### config.mk
export PLATFORM = sky130hd
export DESIGN_NAME = pngu_queue
export DESIGN_NICKNAME = d
export VERILOG_FILES = /design/src/hdl/pngu_pkg.sv /design/src/hdl/pngu_queue.sv
export SDC_FILE = /design/constraint.sdc
export NUM_CORES = 1
export LEC_CHECK = 0
export ABC_AREA = 1
export BUFFER_PORTS_ARGS = -buffer_cell sky130_fd_sc_hd__buf_2
export CORE_UTILIZATION = 30
export CTS_BUF_LIST = sky130_fd_sc_hd__clkbuf_8
export DETAILED_ROUTE_END_ITERATION = 7
export PLACE_DENSITY = 0.46
export SLEW_MARGIN = 5
export SYNTH_ARGS = -nofsm -noshare
export SYNTH_HDL_FRONTEND = slang
export SYNTH_SLANG_ARGS = --single-unit
### constraint.sdc
create_clock -name clock -period 1.4 [get_ports clock]
set_input_delay 0.07 -clock clock [delete_from_list [all_inputs] [get_ports clock]]
set_output_delay 0.07 -clock clock [all_outputs]
set_load 0.01 [all_outputs]
### src/hdl/pngu_pkg.sv
// ---------------------------------------------------------------------------
// pngu_pkg
// Shared constants, register indexes and control types of the PNG scanline
// unfilter.
// ---------------------------------------------------------------------------
package pngu_pkg;

   localparam int MAX_ROW_BYTES_DEF = 16384;
   localparam int MAX_BPP_DEF       = 4;
   localparam int QUEUE_DEPTH       = 4;

   localparam int WIDTH_W     = 13;
   localparam int HEIGHT_W    = 16;
   localparam int BPP_W       = 3;
   localparam int CSR_DATA_W  = 16;
   localparam int CSR_INDEX_W = 2;

   localparam logic [CSR_INDEX_W-1:0] CSR_IMAGE_WIDTH     = 2'd0;
   localparam logic [CSR_INDEX_W-1:0] CSR_IMAGE_HEIGHT    = 2'd1;
   localparam logic [CSR_INDEX_W-1:0] CSR_BYTES_PER_PIXEL = 2'd2;

   typedef enum logic [2:0] {
      FILT_NONE,
      FILT_SUB,
      FILT_UP,
      FILT_AVG,
      FILT_PAETH,
      FILT_BAD
   } filter_type;

   typedef struct packed {
      filter_type filt;
      logic       has_up;
      logic       has_left;
      logic       row_end;
      logic       image_end;
   } ctl_type;

endpackage

### src/hdl/pngu_queue.sv
// ---------------------------------------------------------------------------
// pngu_queue
// Small register queue that decouples the row tracker from reconstruction.
// ---------------------------------------------------------------------------
module pngu_queue #(
   parameter int WIDTH = 8
) (
   input  logic             clock,
   input  logic             reset,
   input  logic             push,
   input  logic [WIDTH-1:0] push_data,
   input  logic             pop,
   output logic             full,
   output logic             not_empty,
   output logic [WIDTH-1:0] pop_data
);

   localparam int PW = (pngu_pkg::QUEUE_DEPTH > 1) ? $clog2(pngu_pkg::QUEUE_DEPTH) : 1;
   localparam int CNTW = $clog2(pngu_pkg::QUEUE_DEPTH + 1);

   logic [WIDTH-1:0] slot_ff [pngu_pkg::QUEUE_DEPTH];
   logic [PW-1:0]    wr_ptr_ff, wr_ptr_in;
   logic [PW-1:0]    rd_ptr_ff, rd_ptr_in;
   logic [CNTW-1:0]  count_ff, count_in;

   assign full      = (count_ff == CNTW'(pngu_pkg::QUEUE_DEPTH));
   assign not_empty = (count_ff != '0);
   assign pop_data  = slot_ff[rd_ptr_ff];

   always_comb begin
      wr_ptr_in = wr_ptr_ff;
      rd_ptr_in = rd_ptr_ff;
      count_in  = count_ff;
      if (push) begin
         wr_ptr_in = (wr_ptr_ff == PW'(pngu_pkg::QUEUE_DEPTH - 1)) ? '0 : wr_ptr_ff + PW'(1);
      end
      if (pop) begin
         rd_ptr_in = (rd_ptr_ff == PW'(pngu_pkg::QUEUE_DEPTH - 1)) ? '0 : rd_ptr_ff + PW'(1);
      end
      if (push && !pop) begin
         count_in = count_ff + CNTW'(1);
      end else if (pop && !push) begin
         count_in = count_ff - CNTW'(1);
      end
   end

   always_ff @(posedge clock) begin
      if (reset) begin
         wr_ptr_ff <= '0;
         rd_ptr_ff <= '0;
         count_ff  <= '0;
      end else begin
         wr_ptr_ff <= wr_ptr_in;
         rd_ptr_ff <= rd_ptr_in;
         count_ff  <= count_in;
      end
   end

   always_ff @(posedge clock) begin
      if (push) begin
         slot_ff[wr_ptr_ff] <= push_data;
      end
   end

endmodule

==> out/qor.csv, run 1 <==
metric,value,unit
port buffer count,21,
WL met3,149,um
largest cells by area after synthesis,"edfxtp_1 58%, dfxtp_1 11%, nor2_1 5.2%",
Overall Global Routing Usage,0.114,
via/cell ratio,4.41,
Mapped Nets,155,
leakage,0.862,nW
buffer depth of the longest clock path,2,
gr ovfl total,0,
ANT nets after route,0,
Die Area,0.00581,sq mm
Hold Crit Class,primary input to register,
adder-cell share of the synthesized area,0.0575,
NetSw,635,uW
initial antenna violation count,0,
Post-Syn Instances,136,
simple-gate share of the synthesized area,0.0961,
Post-Syn Area,0.00165,sq mm
per-cell routed wire length,12.4,um
vias in the first global route,987,
Yosys top cell area share,0.581,
worst hold endpoint,slot_ff[0][0],
routability cong.,0.714,
CP Class,register to output pin,
WHS Path Cells,1,
max cap viols,0,
CTS tree,yes,
Die Span Y,76.3,um
register area share after synthesis,0.690,
Fin. Hold Viols,0,
IO Pins,22,
Post-CTS Setup Bufs,0,
share of layout cells above drive strength 1,0.247,
CP required,1.33,ns
Fmax,761,MHz
run status,"complete, no violations",
endpoints failing setup,0,
clock slew at reported path FFs,0.07,ns
NumNets Final,196,
mux cell area share after synthesis,0,
top routing layer used,met4,
largest net degree at the start of global routing,17,
worst setup slack after layout,0.0861,ns
DR vias,1093,
core area,0.00520,sq mm
internal power,2.07,mW
clock power share,0.340,
r2r endpoint,count_ff[2],
number of inserted diodes,0,
Tcrit/Tclk final,0.938,
hpwl dp,2040,um
startpoint type of the worst setup path,register,
Mapped Avg Cell Area,12.2,sq um
Seq pwr share,0.525,
Core Rows,26,
residual DRC count,0,
DR iter-0 viols,49,
Area after DPL,0.00189,sq mm
"Slew Viols, Final",0,
R2R setup slack,0.19,ns
Hold Crit Start,push_data[0],
clk sinks,41,
final wirelength,3080,um
count of cell types in the netlist,19,
max-slew headroom at the worst pin,0.879,
Num CTS Buffers,5,
Logic pwr share,0.135,
clk_skew,0.00430,ns
R2R cell count,7,
final core occ,0.411,
cell area after layout,0.00214,sq mm
# H-tree levels,2,
largest family of logic cells by synthesized area,compound AO/OA/AOI/OAI gates,
wire length on met1,1420,um
first-pass GRT wire length,4950,um
Initial Util,0.318,
RSZ-0062 raised after global routing,false,
CP max FO,8,
clock latency at the later pin of the worst-skew pair,0.29,ns
leading area contributor after synthesis,edfxtp_1,
TNS Setup,0,ns
Tmin final,1.31,ns
reg2reg start,count_ff[0],
Post-Synth XOR/XNOR Area,0.00530,
Synth Area in Compound Gates,0.101,
DR pass1 iterations,4,
die width,76.3,um
Worst-Margin Slew,0.180,ns
met2 WL post-DR,1450,um
Tot Pwr,2.71,mW
root buffer cell,clkbuf_8,
pre-CTS WS,0.0879,ns
Max IR drop VDD,0.000501,V
crit path DAT,1.24,ns
Net Sw Frac,0.235,
synth-to-layout area growth,29.2,%
Fill cells,513,
Synth warnings,0,
number of synthesized register bits,41,
crit end category,output pin,
PD cells,1270,mW/mm^2
-- through the flow --
step / std cells / hold WS [ns]
3_3_place_gp: 231 / 0.281
4_1_cts: 247 / 0.000315
2_1_floorplan: 136 / 0.142
5_1_grt: 248 / 0.00436
6_report: 248 / 0.0117
3_5_place_dp: 231 / 0.287
-- what timing repair did --
item | 4_1_cts | 5_1_grt
cloned | 0 | 1
setup endpoints to repair | 6 | 8
gates resized for setup | 2 | 13
hold buffers | 8 | 0
endpoints found under the hold margin | 32 | 0
pin swaps | 0 | 3
-- cell type report --
class	count	area, sq um	share of cell area
repair buffers	36	288	0.135
multi-input cells	77	434	0.203
clock buffers	5	68.8	0.0322
well taps	70	87.6	0.0410
flip-flops and latches	41	1150	0.537
clock inverters	3	42.5	0.0199
inverters	16	67.6	0.0316
-- sequential cells by signal, summed over array words and instances, names as in the netlist, named ones only --
name / count
slot_ff: 32
count_ff: 3
wr_ptr_ff: 2
rd_ptr_ff: 2
-- cell usage in the layout, fill, tap and decap left out, types with 2 or more instances in the layout --
| master | netlist | routed |
|---|---|---|
| buf_4 | 0 | 3 |
| o21ai_2 | 2 | 3 |
| inv_1 | 15 | 15 |
| nand2_1 | 9 | 9 |
| nor2_1 | 23 | 23 |
| a21oi_1 | 3 | 3 |
| o21ai_0 | 15 | 12 |
| buf_2 | 0 | 21 |
| nor3_1 | 3 | 3 |
| dfxtp_4 | 0 | 2 |
| nor2_2 | 2 | 2 |
| o22ai_1 | 8 | 8 |
| o21ai_1 | 2 | 4 |
| dfxtp_1 | 9 | 7 |
| clkbuf_8 | 0 | 5 |
| dlygate4sd3_1 | 0 | 8 |
| ha_1 | 6 | 6 |
| edfxtp_1 | 32 | 32 |
| buf_12 | 0 | 2 |
-- worst max-delay path, stage by stage (launching register included) --
cell,delay [ns]
dfxtp_4,0.40
buf_8,0.14
o21ai_2,0.06
o22ai_1,0.19
buf_2,0.17
-- logic make-up after synthesis --
| group | Yosys count |
|---|---|
| AND/OR/NAND/NOR | 39 |
| XOR/XNOR | 1 |
| flip-flops | 41 |
| adder cells (fa/ha/maj) | 7 |
| AO/OA/AOI/OAI | 30 |
| buffers and inverters | 18 |
-- power groups by stage --
| stage | sequential [mW] | clock, mW | combinational, mW |
|---|---|---|---|
| after global placement | 1.44 | 0 | 0.325 |
| after global routing | 1.43 | 1.00 | 0.413 |
| after detailed placement | 1.44 | 0 | 0.336 |
| after floorplan | 1.44 | 0 | 0.199 |
| final | 1.42 | 0.920 | 0.365 |
| after CTS | 1.42 | 0.947 | 0.353 |
-- metal layers --
metal  vias to the layer above  global-route usage
met5                         -                   0
met4                         0              0.0577
met2                        21               0.177
met3                         7              0.0431
met1                       510               0.139
li1                        555                   -
-- Yosys cell counts --
master	count
edfxtp_1	32
nor2_1	23
inv_1	15
o21ai_0	15
dfxtp_1	9
nand2_1	9
o22ai_1	8
ha_1	6
a21oi_1	3
nor3_1	3
buf_6	2
nor2_2	2
o21ai_1	2
o21ai_2	2
fa_1	1
inv_2	1
nand3_1	1
nand4_1	1
xor2_1	1
-- worst max-delay path by stage --
stage / from / end / slack, ns / cells past startpoint
final: register / pop_data[4] / 0.09 / 4
after global routing: register / pop_data[4] / 0.003 / 4
after CTS: register / pop_data[4] / 0.002 / 4
after detailed placement: pop / count_ff[2] / 0.09 / 11
after global placement: pop / count_ff[2] / 0.12 / 11
after floorplan: count_ff[0] / count_ff[2] / 0.25 / 7
No activity file was read; power rests on OpenSTA's default activity.
==> run 2, diff against run 1 <==
Settings changed: CELL_PAD_IN_SITES_DETAIL_PLACEMENT from default to 1, CELL_PAD_IN_SITES_GLOBAL_PLACEMENT from default to 1, PLACE_DENSITY 0.46 to 0.54.
==> run 2 against run 1 <==
Critical path depth unchanged. Core utilization down 0.48 points. Register-to-register slack worse by 0.03 ns. Clock-buffer cell count unchanged. Largest cell class unchanged. Largest power group unchanged.
==> out/qor.csv, run 2 (synthesis results as in run 1) <==
metric,value,unit
run status,"complete, no violations",
initial antenna violation count,0,
family with the most delay on the worst path,flip-flops,
biggest regs,"slot_ff (32), count_ff (3)",
NumNets Final,197,
Num CTS Buffers,5,
"non-filler cells, final",249,
clk_skew,0.00534,ns
final core occ,0.406,
Core Rows,26,
ANT nets after route,0,
endpoints failing setup,0,
PD cells,1190,mW/mm^2
max cap viols,0,
Fin. Hold Viols,0,
cells along the critical path,"inv_4, o21ai_0, o22ai_1, buf_2",
DR pass1 iterations,4,
most flop-heavy register,slot_ff,
leakage,0.856,nW
CP required,1.33,ns
"Slew Viols, Final",0,
Max IR drop VDD,0.000425,V
Worst-Margin Slew,0.204,ns
gr ovfl total,0,
DR iter-0 viols,41,
Fill cells,585,
clock latency at the later pin of the worst-skew pair,0.29,ns
Tot Pwr,2.52,mW
vias in the first global route,1170,
Die Span Y,76.3,um
first-pass GRT wire length,5760,um
clk sinks,41,
Area after DPL,0.00191,sq mm
Initial Util,0.318,
Fmax,753,MHz
Worst path slowest cell,dfxtp_4,
per-cell routed wire length,14.5,um
crit end category,output pin,
critical path buffer and inverter count,2,
most frequent cells in the layout,"32 x edfxtp_1, 21 x nor2_1, 21 x buf_2",
crit path DAT,1.26,ns
buffer depth of the longest clock path,2,
largest net degree at the start of global routing,17,
Hold Crit Class,primary input to register,
clock slew at reported path FFs,0.08,ns
synth-to-layout area growth,27.7,%
IO Pins,22,
Largest register FFs,32,
RSZ-0062 raised after global routing,true,
Worst path max stage delay,0.36,ns
CP Class,register to output pin,
residual DRC count,0,
via/cell ratio,4.57,
final wirelength,3600,um
root buffer cell,clkbuf_8,
CP max FO,16,
Overall Global Routing Usage,0.136,
"commonest non-fill, non-tap cell in the layout",edfxtp_1,
number of cells after detailed placement,231,
hpwl dp,2380,um
routability cong.,0.694,
port buffer count,21,
max-slew headroom at the worst pin,0.862,
Tcrit/Tclk final,0.948,
# H-tree levels,2,
die width,76.3,um
core area,0.00520,sq mm
number of inserted diodes,0,
startpoint type of the worst setup path,register,
Tmin final,1.33,ns
share of layout cells above drive strength 1,0.263,
CTS tree,yes,
Die Area,0.00581,sq mm
cell area after layout,0.00211,sq mm
DR vias,1137,
-- run 2: cell count changes in the layout (fill, tap and decap cells not counted), sizes merged --
cell | before | now
buf | 27 | 30
bufinv | 1 | 0
clkbuf | 6 | 5
dlygate4sd3 | 8 | 7
inv | 17 | 18
-- run 2: routing by layer --
layer  track usage  routed length (um)  vias to the layer above  share of wire
met2         0.243                1950                       20           0.54
met4        0.0577                  55                        0          0.015
met5             0                   0                        -              0
met3        0.0395                 124                        4          0.034
li1              -                   -                      559              -
met1         0.148                1470                      554           0.41
-- run 2: worst paths after layout --
kind / depth (start not counted) / to / start / slack, ns
worst max-delay path: 4 / pop_data[7] / register / 0.07
worst min-delay path: 1 / slot_ff[3][7] / push_data[7] / 0.007
worst min register to register: 3 / count_ff[2] / count_ff[2] / 0.54
worst max register to register: 7 / count_ff[2] / count_ff[0] / 0.16
-- run 2: cell type report --
| class | count | area [sq um] | share of cell area |
|---|---|---|---|
| flip-flops and latches | 41 | 1150 | 0.544 |
| multi-input cells | 77 | 435 | 0.206 |
| repair buffers | 37 | 293 | 0.139 |
| well taps | 70 | 87.6 | 0.0415 |
| clock buffers | 5 | 68.8 | 0.0326 |
| inverters | 16 | 65.1 | 0.0308 |
| clock inverters | 3 | 12.5 | 0.00592 |
-- run 2: power breakdown --
group	internal (mW)	total [mW]	switching (mW)
sequential	1.38	1.42	0.0418
combinational	0.164	0.370	0.206
clock	0.335	0.725	0.390
total	1.88	2.52	0.638
-- run 2: repair_timing --
action                     4_1_cts  5_1_grt
pin swaps                        0        1
gates resized for setup          2       12
hold buffers                     7        0
setup buffers                    0        3
setup endpoints to repair        8        9
hold endpoints to repair        28        0
-- run 2: through the flow --
step | hold slack [ns] | worst slack, ns | setup TNS [ns]
after floorplan | 0.142 | 0.252 | 0
after global placement | 0.285 | 0.114 | 0
after detailed placement | 0.291 | 0.0309 | 0
after CTS | 0.000862 | -0.0384 | -0.0384
after global routing | 0.00208 | -0.0119 | -0.0119
final | 0.00694 | 0.0723 | 0
==> run 3, diff against run 2 <==
==> constraint.sdc (replaced) <==
create_clock -name clock -period 1.4 [get_ports clock]
set_input_delay 0.07 -clock clock [delete_from_list [all_inputs] [get_ports clock]]
set_output_delay 0.07 -clock clock [all_outputs]
set_load 0.02 [all_outputs]
==> run 3 against run 2 <==
First-iteration DRC count is the same. Wire length grew 0.69%. Clock skew grew 0.0014 ns. Critical path depth is the same. Core utilization grew 1.6 points. Cell area grew 4.0%. Via count grew 0.44%. Die area is the same. Non-clock buffer count grew 3. Maximum frequency shrank 0.80%. Total power grew 12%. Largest cell class unchanged.
==> out/qor.csv, run 3 (synthesis results as in run 1) <==
metric,value,unit
run status,"complete, no violations",
PD cells,1290,mW/mm^2
worst setup slack after layout,0.0616,ns
Fill cells,590,
clock slew at reported path FFs,0.08,ns
largest net degree at the start of global routing,17,
Tcrit/Tclk final,0.956,
Worst-Margin Slew,0.213,ns
endpoints failing setup,0,
synth-to-layout area growth,32.8,%
Tmin final,1.34,ns
number of inserted diodes,0,
most frequent cells in the layout,"32 x edfxtp_1, 22 x nor2_1, 15 x inv_1",
via/cell ratio,4.53,
Overall Global Routing Usage,0.138,
die width,76.3,um
final core occ,0.422,
Die Area,0.00581,sq mm
number of cells after detailed placement,232,
# H-tree levels,2,
TNS Setup,0,ns
Die Span Y,76.3,um
port buffer count,21,
DR pass1 iterations,4,
CP required,1.33,ns
buffer depth of the longest clock path,2,
routability cong.,0.696,
pre-CTS WS,-0.0131,ns
Largest register FFs,32,
vias in the first global route,1278,
DR iter-0 viols,41,
initial antenna violation count,0,
RSZ-0062 raised after global routing,true,
biggest regs,"slot_ff (32), count_ff (3)",
startpoint type of the worst setup path,register,
max cap viols,0,
CP Class,register to output pin,
"non-filler cells, final",252,
final wirelength,3630,um
Max IR drop VDD,0.000401,V
IO Pins,22,
leakage,0.890,nW
clock latency at the later pin of the worst-skew pair,0.29,ns
max-slew headroom at the worst pin,0.858,
Hold Crit Class,primary input to register,
first-pass GRT wire length,6030,um
Fin. Hold Viols,0,
"Slew Viols, Final",0,
Initial Util,0.318,
CP max FO,5,
most flop-heavy register,slot_ff,
Num CTS Buffers,5,
ANT nets after route,0,
CTS tree,yes,
"commonest non-fill, non-tap cell in the layout",edfxtp_1,
core area,0.00520,sq mm
share of layout cells above drive strength 1,0.264,
clk_skew,0.00669,ns
clk sinks,41,
residual DRC count,0,
NumNets Final,200,
gr ovfl total,0,
crit end category,output pin,
hpwl dp,2390,um
per-cell routed wire length,14.4,um
DR vias,1142,
Core Rows,26,
Fmax,747,MHz
crit path DAT,1.27,ns
root buffer cell,clkbuf_8,
## run 3: layout make-up
cell class / count / area, sq um / area share
sequential: 41 / 1150 / 0.524
multi-input combinational: 77 / 433 / 0.197
timing repair buffer: 40 / 342 / 0.156
tap: 70 / 87.6 / 0.0399
clock buffer: 6 / 82.6 / 0.0376
inverter: 16 / 67.6 / 0.0308
clock inverter: 2 / 33.8 / 0.0154
## run 3: timing repair
item | CTS | global route
endpoints found under the hold margin | 33 | 0
pin swaps | 1 | 1
setup buffers | 2 | 0
hold buffers | 9 | 0
gates cloned | 1 | 0
gates resized for setup | 10 | 12
setup endpoints to repair | 8 | 8
## run 3: critical path, cell delays in order, from the launching register on
cell and delay, ns:
dfxtp_4 0.40, buf_6 0.12, o21ai_1 0.07, o22ai_1 0.21, buf_4 0.18
## run 3: routing by layer
metal  up-vias  routed length (um)  GRT usage
li1        562                   -          -
met1       555                1490      0.146
met2        23                1970      0.259
met3         2                 125     0.0251
met4         0                  35     0.0692
met5         -                   0          0
## run 3: worst paths after layout
check	slack (ns)	end	depth (start not counted)	startpoint
setup / recovery	0.06	pop_data[7]	4	register
hold / removal	0.12	rd_ptr_ff[1]	3	pop
setup reg to reg	0.16	count_ff[2]	7	count_ff[0]
hold reg to reg	0.53	wr_ptr_ff[1]	2	wr_ptr_ff[1]
## run 3: through the flow
step                cell area (sq um)  total power, mW  hold WS [ns]
floorplan                        1650             1.67         0.142
global placement                 1930             1.82         0.283
detailed placement               1930             1.84         0.290
CTS                              2170             2.86         0.101
global route                     2200             2.96         0.144
finish                           2200             2.83         0.116
## run 3: where the power goes
part	internal, mW	leakage (nW)	switching (mW)
Combinational	0.191	0.457	0.249
Sequential	1.38	0.370	0.0410
Clock	0.574	0.0626	0.396
