==> src/hdl/pngu_pkg.sv <==
// ---------------------------------------------------------------------------
// pngu_pkg
// Shared constants, register indexes and control types of the PNG scanline
// unfilter.
// ---------------------------------------------------------------------------
package pngu_pkg;

   localparam int MAX_ROW_BYTES_DEF = 16384;
   localparam int MAX_BPP_DEF       = 4;
   localparam int QUEUE_DEPTH       = 4;

   localparam int WIDTH_W     = 13;
   localparam int HEIGHT_W    = 16;
   localparam int BPP_W       = 3;
   localparam int CSR_DATA_W  = 16;
   localparam int CSR_INDEX_W = 2;

   localparam logic [CSR_INDEX_W-1:0] CSR_IMAGE_WIDTH     = 2'd0;
   localparam logic [CSR_INDEX_W-1:0] CSR_IMAGE_HEIGHT    = 2'd1;
   localparam logic [CSR_INDEX_W-1:0] CSR_BYTES_PER_PIXEL = 2'd2;

   typedef enum logic [2:0] {
      FILT_NONE,
      FILT_SUB,
      FILT_UP,
      FILT_AVG,
      FILT_PAETH,
      FILT_BAD
   } filter_type;

   typedef struct packed {
      filter_type filt;
      logic       has_up;
      logic       has_left;
      logic       row_end;
      logic       image_end;
   } ctl_type;

endpackage

==> src/hdl/pngu_front.sv <==
// ---------------------------------------------------------------------------
// pngu_front
// Accepts stream bytes, tracks column and row, classifies the row filter and
// issues one reconstruction job per data byte.
// ---------------------------------------------------------------------------
module pngu_front #(
   parameter int MAX_ROW_BYTES = pngu_pkg::MAX_ROW_BYTES_DEF,
   parameter int MAX_BPP       = pngu_pkg::MAX_BPP_DEF,
   localparam int AW = $clog2(MAX_ROW_BYTES),
   localparam int SW = (MAX_BPP > 1) ? $clog2(MAX_BPP) : 1
) (
   input  logic                          clock,
   input  logic                          reset,
   input  logic                          req_valid,
   input  logic [7:0]                    req_filtered_byte,
   input  logic                          q_full,
   input  logic [pngu_pkg::WIDTH_W-1:0]  image_width,
   input  logic [pngu_pkg::HEIGHT_W-1:0] image_height,
   input  logic [pngu_pkg::BPP_W-1:0]    bytes_per_pixel,
   output logic                          push,
   output pngu_pkg::ctl_type             push_ctl,
   output logic [SW-1:0]                 push_slot,
   output logic [AW-1:0]                 push_j,
   output logic [7:0]                    push_byte
);

   localparam int CW = $clog2(MAX_ROW_BYTES + 1);
   localparam int BW = $clog2(MAX_BPP + 1);
   localparam int PRW = pngu_pkg::WIDTH_W + BW;
   localparam int HW = pngu_pkg::HEIGHT_W;

   logic [CW-1:0]          col_ff, col_in;
   logic [HW-1:0]          row_ff, row_in;
   pngu_pkg::filter_type   filt_ff, filt_in;
   logic [SW-1:0]          cnt_ff [MAX_BPP];
   logic [SW-1:0]          cnt_in [MAX_BPP];

   logic                          accept;
   logic [BW-1:0]                 bpp_eff;
   logic [pngu_pkg::WIDTH_W-1:0]  width_eff;
   logic [HW-1:0]                 height_eff;
   logic [PRW-1:0]                row_bytes;
   logic [CW-1:0]                 stride;
   logic [CW-1:0]                 col_m1;
   logic [AW-1:0]                 j;
   logic [SW-1:0]                 slot_idx;
   logic                          row_end;
   logic                          last_row;
   logic                          has_left;

   function automatic pngu_pkg::filter_type classify(input logic [7:0] code);
      pngu_pkg::filter_type f;
      case (code)
         8'd0:    f = pngu_pkg::FILT_NONE;
         8'd1:    f = pngu_pkg::FILT_SUB;
         8'd2:    f = pngu_pkg::FILT_UP;
         8'd3:    f = pngu_pkg::FILT_AVG;
         8'd4:    f = pngu_pkg::FILT_PAETH;
         default: f = pngu_pkg::FILT_BAD;
      endcase
      return f;
   endfunction

   always_comb begin
      if (bytes_per_pixel == '0) begin
         bpp_eff = BW'(1);
      end else if (32'(bytes_per_pixel) > 32'(MAX_BPP)) begin
         bpp_eff = BW'(MAX_BPP);
      end else begin
         bpp_eff = BW'(bytes_per_pixel);
      end
      width_eff  = (image_width == '0) ? pngu_pkg::WIDTH_W'(1) : image_width;
      height_eff = (image_height == '0) ? HW'(1) : image_height;
      row_bytes  = PRW'(width_eff) * PRW'(bpp_eff);
      stride     = (32'(row_bytes) > 32'(MAX_ROW_BYTES)) ? CW'(MAX_ROW_BYTES) : CW'(row_bytes);
      col_m1     = col_ff - CW'(1);
      j          = col_m1[AW-1:0];
      slot_idx   = SW'(bpp_eff - BW'(1));
      row_end    = (col_ff >= stride);
      last_row   = ((HW + 1)'(row_ff) + (HW + 1)'(1)) >= (HW + 1)'(height_eff);
      has_left   = 32'(j) >= 32'(bpp_eff);
   end

   assign accept    = req_valid && !q_full;
   assign push_slot = cnt_ff[slot_idx];
   assign push_j    = j;
   assign push_byte = req_filtered_byte;

   always_comb begin
      push_ctl.filt      = filt_ff;
      push_ctl.has_up    = (row_ff != '0);
      push_ctl.has_left  = has_left;
      push_ctl.row_end   = row_end;
      push_ctl.image_end = row_end && last_row;
   end

   always_comb begin
      col_in  = col_ff;
      row_in  = row_ff;
      filt_in = filt_ff;
      cnt_in  = cnt_ff;
      push    = 1'b0;
      if (accept) begin
         if (col_ff == '0) begin
            filt_in = classify(req_filtered_byte);
            col_in  = CW'(1);
            for (int i = 0; i < MAX_BPP; i++) begin
               cnt_in[i] = '0;
            end
         end else begin
            push = 1'b1;
            if (row_end) begin
               col_in = '0;
               row_in = last_row ? '0 : row_ff + HW'(1);
            end else begin
               col_in = col_ff + CW'(1);
            end
            for (int i = 0; i < MAX_BPP; i++) begin
               cnt_in[i] = (cnt_ff[i] == SW'(i)) ? '0 : cnt_ff[i] + SW'(1);
            end
         end
      end
   end

   always_ff @(posedge clock) begin
      if (reset) begin
         col_ff  <= '0;
         row_ff  <= '0;
         filt_ff <= pngu_pkg::FILT_NONE;
         for (int i = 0; i < MAX_BPP; i++) begin
            cnt_ff[i] <= '0;
         end
      end else begin
         col_ff  <= col_in;
         row_ff  <= row_in;
         filt_ff <= filt_in;
         cnt_ff  <= cnt_in;
      end
   end

endmodule

==> config.mk <==
export PLATFORM = sky130hd
export DESIGN_NAME = pngu_front
export DESIGN_NICKNAME = d
export VERILOG_FILES = /design/src/hdl/pngu_pkg.sv /design/src/hdl/pngu_front.sv
export SDC_FILE = /design/constraint.sdc
export NUM_CORES = 1
export LEC_CHECK = 0
export BUFFER_PORTS_ARGS = -buffer_cell sky130_fd_sc_hd__buf_2
export CAP_MARGIN = 20
export CELL_PAD_IN_SITES_DETAIL_PLACEMENT = 0
export CELL_PAD_IN_SITES_GLOBAL_PLACEMENT = 1
export CORE_MARGIN = 3
export CORE_UTILIZATION = 38
export CTS_BUF_LIST = sky130_fd_sc_hd__clkbuf_4
export DETAILED_ROUTE_END_ITERATION = 12
export PLACE_DENSITY = 0.73
export SYNTH_ARGS = -nofsm -noshare
export SYNTH_HDL_FRONTEND = slang
export SYNTH_SLANG_ARGS = --single-unit
==> constraint.sdc <==
create_clock -name clock -period 14.45 [get_ports clock]
set_input_delay 1.445 -clock clock [delete_from_list [all_inputs] [get_ports clock]]
set_output_delay 1.445 -clock clock [all_outputs]
set_load 0.03 [all_outputs]
==> summary.txt, run 1 <==
Drt
  • Vias per cell: roughly 5.3
  • Total Wirelength: 12.13 mm
  • Post-route DRC violation count: 0
  • Iter 0 DRT Violations: 225
  • Drt wl/cell: approximately 14 microns
  • DR vias: 4546
  • Router iterations before antenna repair: 4
  • ANT nets after route: 0

Floorplanning
  • Initial core utilization: 0.3951
  • Core Area: 12210 sq um
  • Rows: 40
  • Die height: 118.7 microns
  • Die Wd: roughly 120 microns
  • I/O pin cnt: 76
  • Die footprint: 14080 sq um

Timing
  • Fin crit share: 0.6178
  • Worst-Margin Slew: 0.8696 ns
  • F_max: 112.0 MHz
  • Post-route minimum period: just under 9 ns
  • Final setup viols: 0
  • Setup TNS: 0 ns
  • Minimum hold slack: approximately 0.48 ns
  • Fin. Hold Viols: 0
  • Pins Over Slew Limit: 0
  • Rel. slew slack: 0.4203
  • Post-route setup slack: 5.523 ns
  • Clock Skew: ~0.013 ns
  • RSZ-0062 raised after global routing: false

Worst setup path
  • Critical path startpoint category: input port
  • Crit path required time: 13.01 ns
  • Maximum fanout along the worst path: 20
  • Reg2Reg Setup Slack: 10.01 ns
  • Arr. time, crit path: 7.48 ns
  • Crit Path Class: input port to output pin
  • Critical Path Sink Type: output pin
  • Reg2Reg Depth: 14

Clock network
  • Worst-path clk slew: 0.12 ns
  • Root Buffer: clkbuf_4
  • Post-CTS Setup Bufs: 0
  • CTS Hold Bufs: 0
  • Max clock buf depth: 2
  • Worst-Skew Late Latency: 0.37 ns
  • Post-CTS Resized: 0
  • CTS buffer count: 5
  • Clock sink count: 42
  • CTS H-Tree Depth: 2
  • CTS tree: done

GRT
  • GRT Total Usage: 0.1702
  • First-pass GRT wire length: a little over 20 mm
  • Vias in the first global route: between 4000 and 5000
  • Pin count of the biggest net entering global routing: 45
  • Gr ovfl total: 0
  • Number of antenna violations at the first check in global routing: 1

Placed design
  • Post-detail-place hpwl: 9.791 mm
  • Routability congestion estimate: between 0.8 and 0.9
  • PortBufs: 75
  • Post-place setup slack: 5.554 ns

Yosys
  • Mapped Area: 4825 sq um
  • Sequential share of the synthesized area: 0.1743
  • Avg Inst Size Synth: 7.610 sq um
  • Synth Register Bits: 42
  • Largest family of logic cells by synthesized area: simple AND/OR/NAND/NOR gates
  • Syn Nets: roughly 750
  • Ys async rst share: 0
  • Cells after synthesis: 634
  • Yosys warnings: 0
  • Main synth FF type: dfxtp_1
  • Synth Area in Simple Gates: 0.2783
  • Post-synthesis adder-cell area fraction: 0.1950
  • Post-synthesis xor/xnor area fraction: 0.06535
  • Compound-Gate Fraction of Synth Area: 0.1935
  • Synth cell types: 63
  • Mux share of post-synthesis cell area: 0.006224
  • Post-synth EDFFs: 0

Finish
  • Final #Nets: 792
  • Commonest non-fill, non-tap cell in the layout: buf_2
  • Area Overhead vs Synth: 9.725%
  • Commonest non-fill, non-tap cells in the layout: buf_2 (75), nand2_1 (73), inv_1 (56), ha_1 (56), dfxtp_1 (42)
  • Layout cell share with drive strength beyond 1: 0.1468
  • Filler Cell Count: 1311

Outcome
  • Status: completed

Hold path
  • Worst Hold Class: register to register
  • Hold depth: 2

Pwr
  • Tot Pwr: ~0.32 mW
  • Max VDD drop: 38.63 uV
  • Power Density: 59.51 nW/um^2
  • Leak: 2.412 nW

Flow run
  • Max Cap Viol: 0
-- path summary, 6_finish.rpt --
check,from,end
hold / removal,cnt_ff[6],cnt_ff[6]
setup reg to reg,row_ff[0],row_ff[4]
hold reg to reg,cnt_ff[6],cnt_ff[6]
setup / recovery,bytes_per_pixel[2],push_ctl[1]
-- registers in the layout (all words and copies together), names as in the netlist --
| signal | cells |
|---|---|
| cnt_ff | 8 |
| col_ff | 15 |
| filt_ff | 3 |
| row_ff | 16 |
-- cell families after synthesis --
group                    after synthesis
AND/OR/NAND/NOR                      256
XOR/XNOR                              36
AO/OA/AOI/OAI                        134
adder cells (fa/ha/maj)               68
multiplexers                           3
flip-flops                            42
buffers and inverters                 95
-- worst max-delay path, cell delays in order --
cell	delay, ns
buf_2	0.21
nor2b_1	0.69
nand2_1	0.17
fa_1	0.53
inv_1	0.04
ha_1	0.35
a21o_1	0.20
a21oi_1	0.22
a21oi_1	0.15
or3_1	0.44
a21oi_1	0.72
or3b_2	0.51
ha_1	0.19
a21o_1	0.17
a21o_1	0.16
a21oi_1	0.13
o21ai_1	0.14
a21oi_2	0.52
inv_2	0.24
buf_2	0.24
-- cell usage after synthesis (3+ instances only) --
master,count,area share
and3b_1,3,0.0054
a21o_1,16,0.025
o22ai_1,3,0.0039
mux2i_1,3,0.0062
nand2_1,73,0.057
nand4_1,10,0.013
and2_1,11,0.014
nand3b_1,4,0.0062
a211oi_1,7,0.011
a31oi_1,5,0.0065
o311ai_1,5,0.0091
dfxtp_1,42,0.17
nand3_1,35,0.036
o2bb2ai_1,5,0.0091
buf_6,3,0.0070
nor2b_1,9,0.012
o21ai_0,25,0.026
nor3_1,17,0.018
xor2_1,15,0.027
nor4b_1,3,0.0054
or2_2,3,0.0039
clkbuf_1,20,0.016
or3_1,6,0.0078
or4_1,4,0.0062
o211ai_1,7,0.011
buf_4,10,0.016
a21oi_1,32,0.033
fa_1,12,0.050
nor4_1,12,0.016
xnor2_1,21,0.038
ha_1,56,0.15
inv_1,56,0.044
o31ai_1,5,0.0078
o21ai_1,3,0.0031
nand2b_1,12,0.016
and3_1,3,0.0039
buf_2,4,0.0041
nor2_1,40,0.031
-- power by group --
group / internal [mW] / switching, mW / leakage (nW)
combinational: 0.0431 / 0.0723 / 2.03
sequential: 0.118 / 0.00282 / 0.339
clock: 0.0359 / 0.0431 / 0.0450
-- routing by layer --
metal,GRT usage,vias to the layer above,share of wire,wire length (microns)
met5,0,-,0,0
met4,0.03476,0,0.0085,103
met3,0.02010,7,0.037,454
met2,0.3027,92,0.50,6059
met1,0.2214,2119,0.45,5512
li1,-,2328,-,-
-- final cells by class --
type	instances	area [sq um]	area share
antenna	1	2.502	0.0004727
clock buffer	5	37.54	0.007091
clock inverter	3	40.04	0.007563
inverter	58	217.7	0.04113
multi-input combinational	497	3562	0.6729
sequential	42	840.8	0.1588
tap	168	210.2	0.03971
timing repair buffer	76	382.9	0.07232
-- per-stage QoR --
stage               cell area (sq um)  std cells    util
global placement                 5214        841  0.4269
detailed placement               5214        841  0.4269
CTS                              5291        849  0.4333
floorplan                        4825        634       -
global route                     5294        850  0.4335
finish                           5294        850  0.4335
No activity file was read; power rests on OpenSTA's default activity.
==> run 2, diff against run 1 <==
--- a/config.mk
+++ b/config.mk
@@ -13,7 +13,7 @@
 export CORE_UTILIZATION = 38
 export CTS_BUF_LIST = sky130_fd_sc_hd__clkbuf_4
 export DETAILED_ROUTE_END_ITERATION = 12
-export PLACE_DENSITY = 0.73
+export PLACE_DENSITY = 0.76
 export SYNTH_ARGS = -nofsm -noshare
 export SYNTH_HDL_FRONTEND = slang
 export SYNTH_SLANG_ARGS = --single-unit
==> constraint.sdc (replaced) <==
create_clock -name clock -period 7.6 [get_ports clock]
set_input_delay 0.76 -clock clock [delete_from_list [all_inputs] [get_ports clock]]
set_output_delay 0.76 -clock clock [all_outputs]
set_load 0.03 [all_outputs]
==> summary.txt, run 2 (synthesis gave the netlist of run 1 again) <==
Outcome
  • Status: completed

Clock network
  • Max clock buf depth: 2
  • Root Buffer: clkbuf_4
  • CTS tree: done
  • Post-CTS Resized: 0
  • CTS Hold Bufs: 0
  • Worst-path clk slew: ~0.13 ns
  • Clock sink count: 42
  • Worst-Skew Late Latency: ~0.35 ns
  • CTS buffer count: 5
  • CTS H-Tree Depth: 2
  • Post-CTS Setup Bufs: 0

Timing
  • Fin crit share: 0.9067
  • Clock Skew: ~0.022 ns
  • RSZ-0062 raised after global routing: false
  • Worst-Margin Slew: 0.8893 ns
  • Final setup viols: 0
  • Pins Over Slew Limit: 0
  • Setup TNS: 0 ns
  • F_max: 145.1 MHz
  • Post-route setup slack: 0.7092 ns
  • Post-route minimum period: 6.891 ns
  • Rel. slew slack: 0.4049
  • Fin. Hold Viols: 0

Worst setup path
  • Critical Path Sink Type: output pin
  • Crit path buf inv count: 5
  • Top delay family on crit path: compound AO/OA/AOI/OAI gates
  • Crit path depth: 23
  • CP peak stage delay: 0.67 ns
  • Max stage delay cell, worst path: nor2_1
  • Arr. time, crit path: between 6 and 7 ns
  • Reg2Reg Depth: 14
  • Crit path required time: 6.84 ns
  • Crit-path cells: buf_2 -> nor2b_1 -> nor2_1 -> nand2_1 -> fa_1 -> inv_1 -> ha_1 -> a21o_1 -> a21oi_1 -> a21oi_1 -> or3_1 -> o22a_1 -> a2111oi_4 -> o21ai_1 -> ha_1 -> a21o_1 -> a21o_1 -> a21oi_1 -> o21ai_1 -> a21oi_2 -> buf_4 -> inv_2 -> buf_2
  • Critical path startpoint category: input port
  • Maximum fanout along the worst path: 14
  • Crit Path Class: input port to output pin
  • Reg2Reg Setup Slack: 3.11 ns

Flow run
  • Max Cap Viol: 0

Floorplanning
  • Die footprint: 14080 sq um
  • Die Wd: 118.7 microns
  • I/O pin cnt: between 70 and 80
  • Initial core utilization: 0.3951
  • Die height: roughly 120 microns
  • Core Area: 12210 sq um
  • Rows: 40

Pwr
  • Comb power frac: 0.370
  • Tot Pwr: 0.5922 mW
  • Seq pwr share: 0.387
  • Internal power: 0.3729 mW
  • Sw Ratio: 0.3704
  • Leak: 2.410 nW
  • Max VDD drop: 89.98 uV
  • Net Switching: 0.2194 mW
  • Power Density: 111.9 nW/um^2
  • Clock power share: 0.243

GRT
  • Gr ovfl total: 0
  • Number of antenna violations at the first check in global routing: 0
  • First-pass GRT wire length: ~21 mm
  • Vias in the first global route: ~4500
  • GRT Total Usage: 0.1719
  • Pin count of the biggest net entering global routing: 45

Finish
  • Layout cell share with drive strength beyond 1: 0.1454
  • Largest register FFs: 16
  • Commonest non-fill, non-tap cell in the layout: buf_2
  • Register with the most flip-flops: row_ff
  • N_diodes: 0
  • Commonest non-fill, non-tap cells in the layout: buf_2 (75), nand2_1 (73), inv_1 (56), ha_1 (56), dfxtp_1 (42)
  • Largest regs: row_ff: 16 flops, col_ff: 15 flops, cnt_ff: 8 flops
  • Area Overhead vs Synth: 9.699%
  • Final #Nets: 793

Drt
  • DR vias: 4539
  • Total Wirelength: 12.08 mm
  • Vias per cell: 5.346
  • ANT nets after route: 0
  • Post-route DRC violation count: 0
  • Router iterations before antenna repair: 4
  • Iter 0 DRT Violations: about 260
  • Drt wl/cell: 14.23 microns

Hold path
  • Worst Hold Class: register to register
  • Hold depth: 2

Placed design
  • PortBufs: between 70 and 80
  • Post-place setup slack: 0.7234 ns
  • Routability congestion estimate: between 0.8 and 0.9
  • Post-detail-place hpwl: 9.755 mm
==> run 2: cell types whose count changed in the layout (fill, tap and decap cells not counted) <==
cell and delta:
buf_4 +1, clkinv_1 +1, clkinv_2 -2, diode_2 -1
==> run 2: cell type report <==
| class | instances | area, sq um |
|---|---|---|
| well taps | 168 | 210.2 |
| repair buffers | 77 | 390.4 |
| clock buffers | 5 | 37.54 |
| flip-flops and latches | 42 | 840.8 |
| clock inverters | 2 | 33.78 |
| multi-input cells | 497 | 3562 |
| inverters | 58 | 217.7 |
| fillers | 1290 | 6919 |
==> run 2: final timing paths <==
kind                      start     endpoint
max          bytes_per_pixel[1]  push_ctl[1]
min                   cnt_ff[1]    cnt_ff[1]
max reg2reg           row_ff[0]    row_ff[2]
min reg2reg           cnt_ff[1]    cnt_ff[1]
==> run 2: power groups by stage <==
stage | clock (mW) | sequential, mW | combinational (mW)
3_3_place_gp | 0 | 0.234 | 0.216
6_report | 0.144 | 0.229 | 0.219
4_1_cts | 0.151 | 0.230 | 0.222
3_5_place_dp | 0 | 0.234 | 0.221
5_1_grt | 0.157 | 0.230 | 0.246
2_1_floorplan | 0 | 0.232 | 0.164
==> run 2: metrics by stage <==
stage / cell area, sq um / util / hold slack (ns) / std cells
3_5_place_dp: 5221 / 0.4276 / 0.4715 / 842
6_report: 5293 / 0.4334 / 0.4869 / 849
5_1_grt: 5293 / 0.4334 / 0.5135 / 849
4_1_cts: 5293 / 0.4334 / 0.4894 / 849
2_1_floorplan: 4825 / - / 0.4417 / 634
3_3_place_gp: 5221 / 0.4276 / 0.4561 / 842
==> run 2: worst reg2reg max path, stage by stage, from the launching register on <==
cell and delay, ns:
dfxtp_1 0.49, ha_1 0.27, nand3_1 0.17, nor2_1 0.41
nand3_1 0.25, nor2_1 0.19, xor2_1 0.23, ha_1 0.29
a21o_1 0.17, a211o_1 0.31, a2111oi_0 0.38, o31ai_1 0.21
a21oi_4 0.46, or4b_1 0.49, o311ai_1 0.08
==> run 2: routing by layer <==
layer  up-vias  wire length (microns)  global-route usage
met5         -                      0                   0
li1       2321                      -                   -
met2        92                   5853              0.3052
met4         0                     91             0.02969
met3         6                    448             0.01818
met1      2120                   5688              0.2274
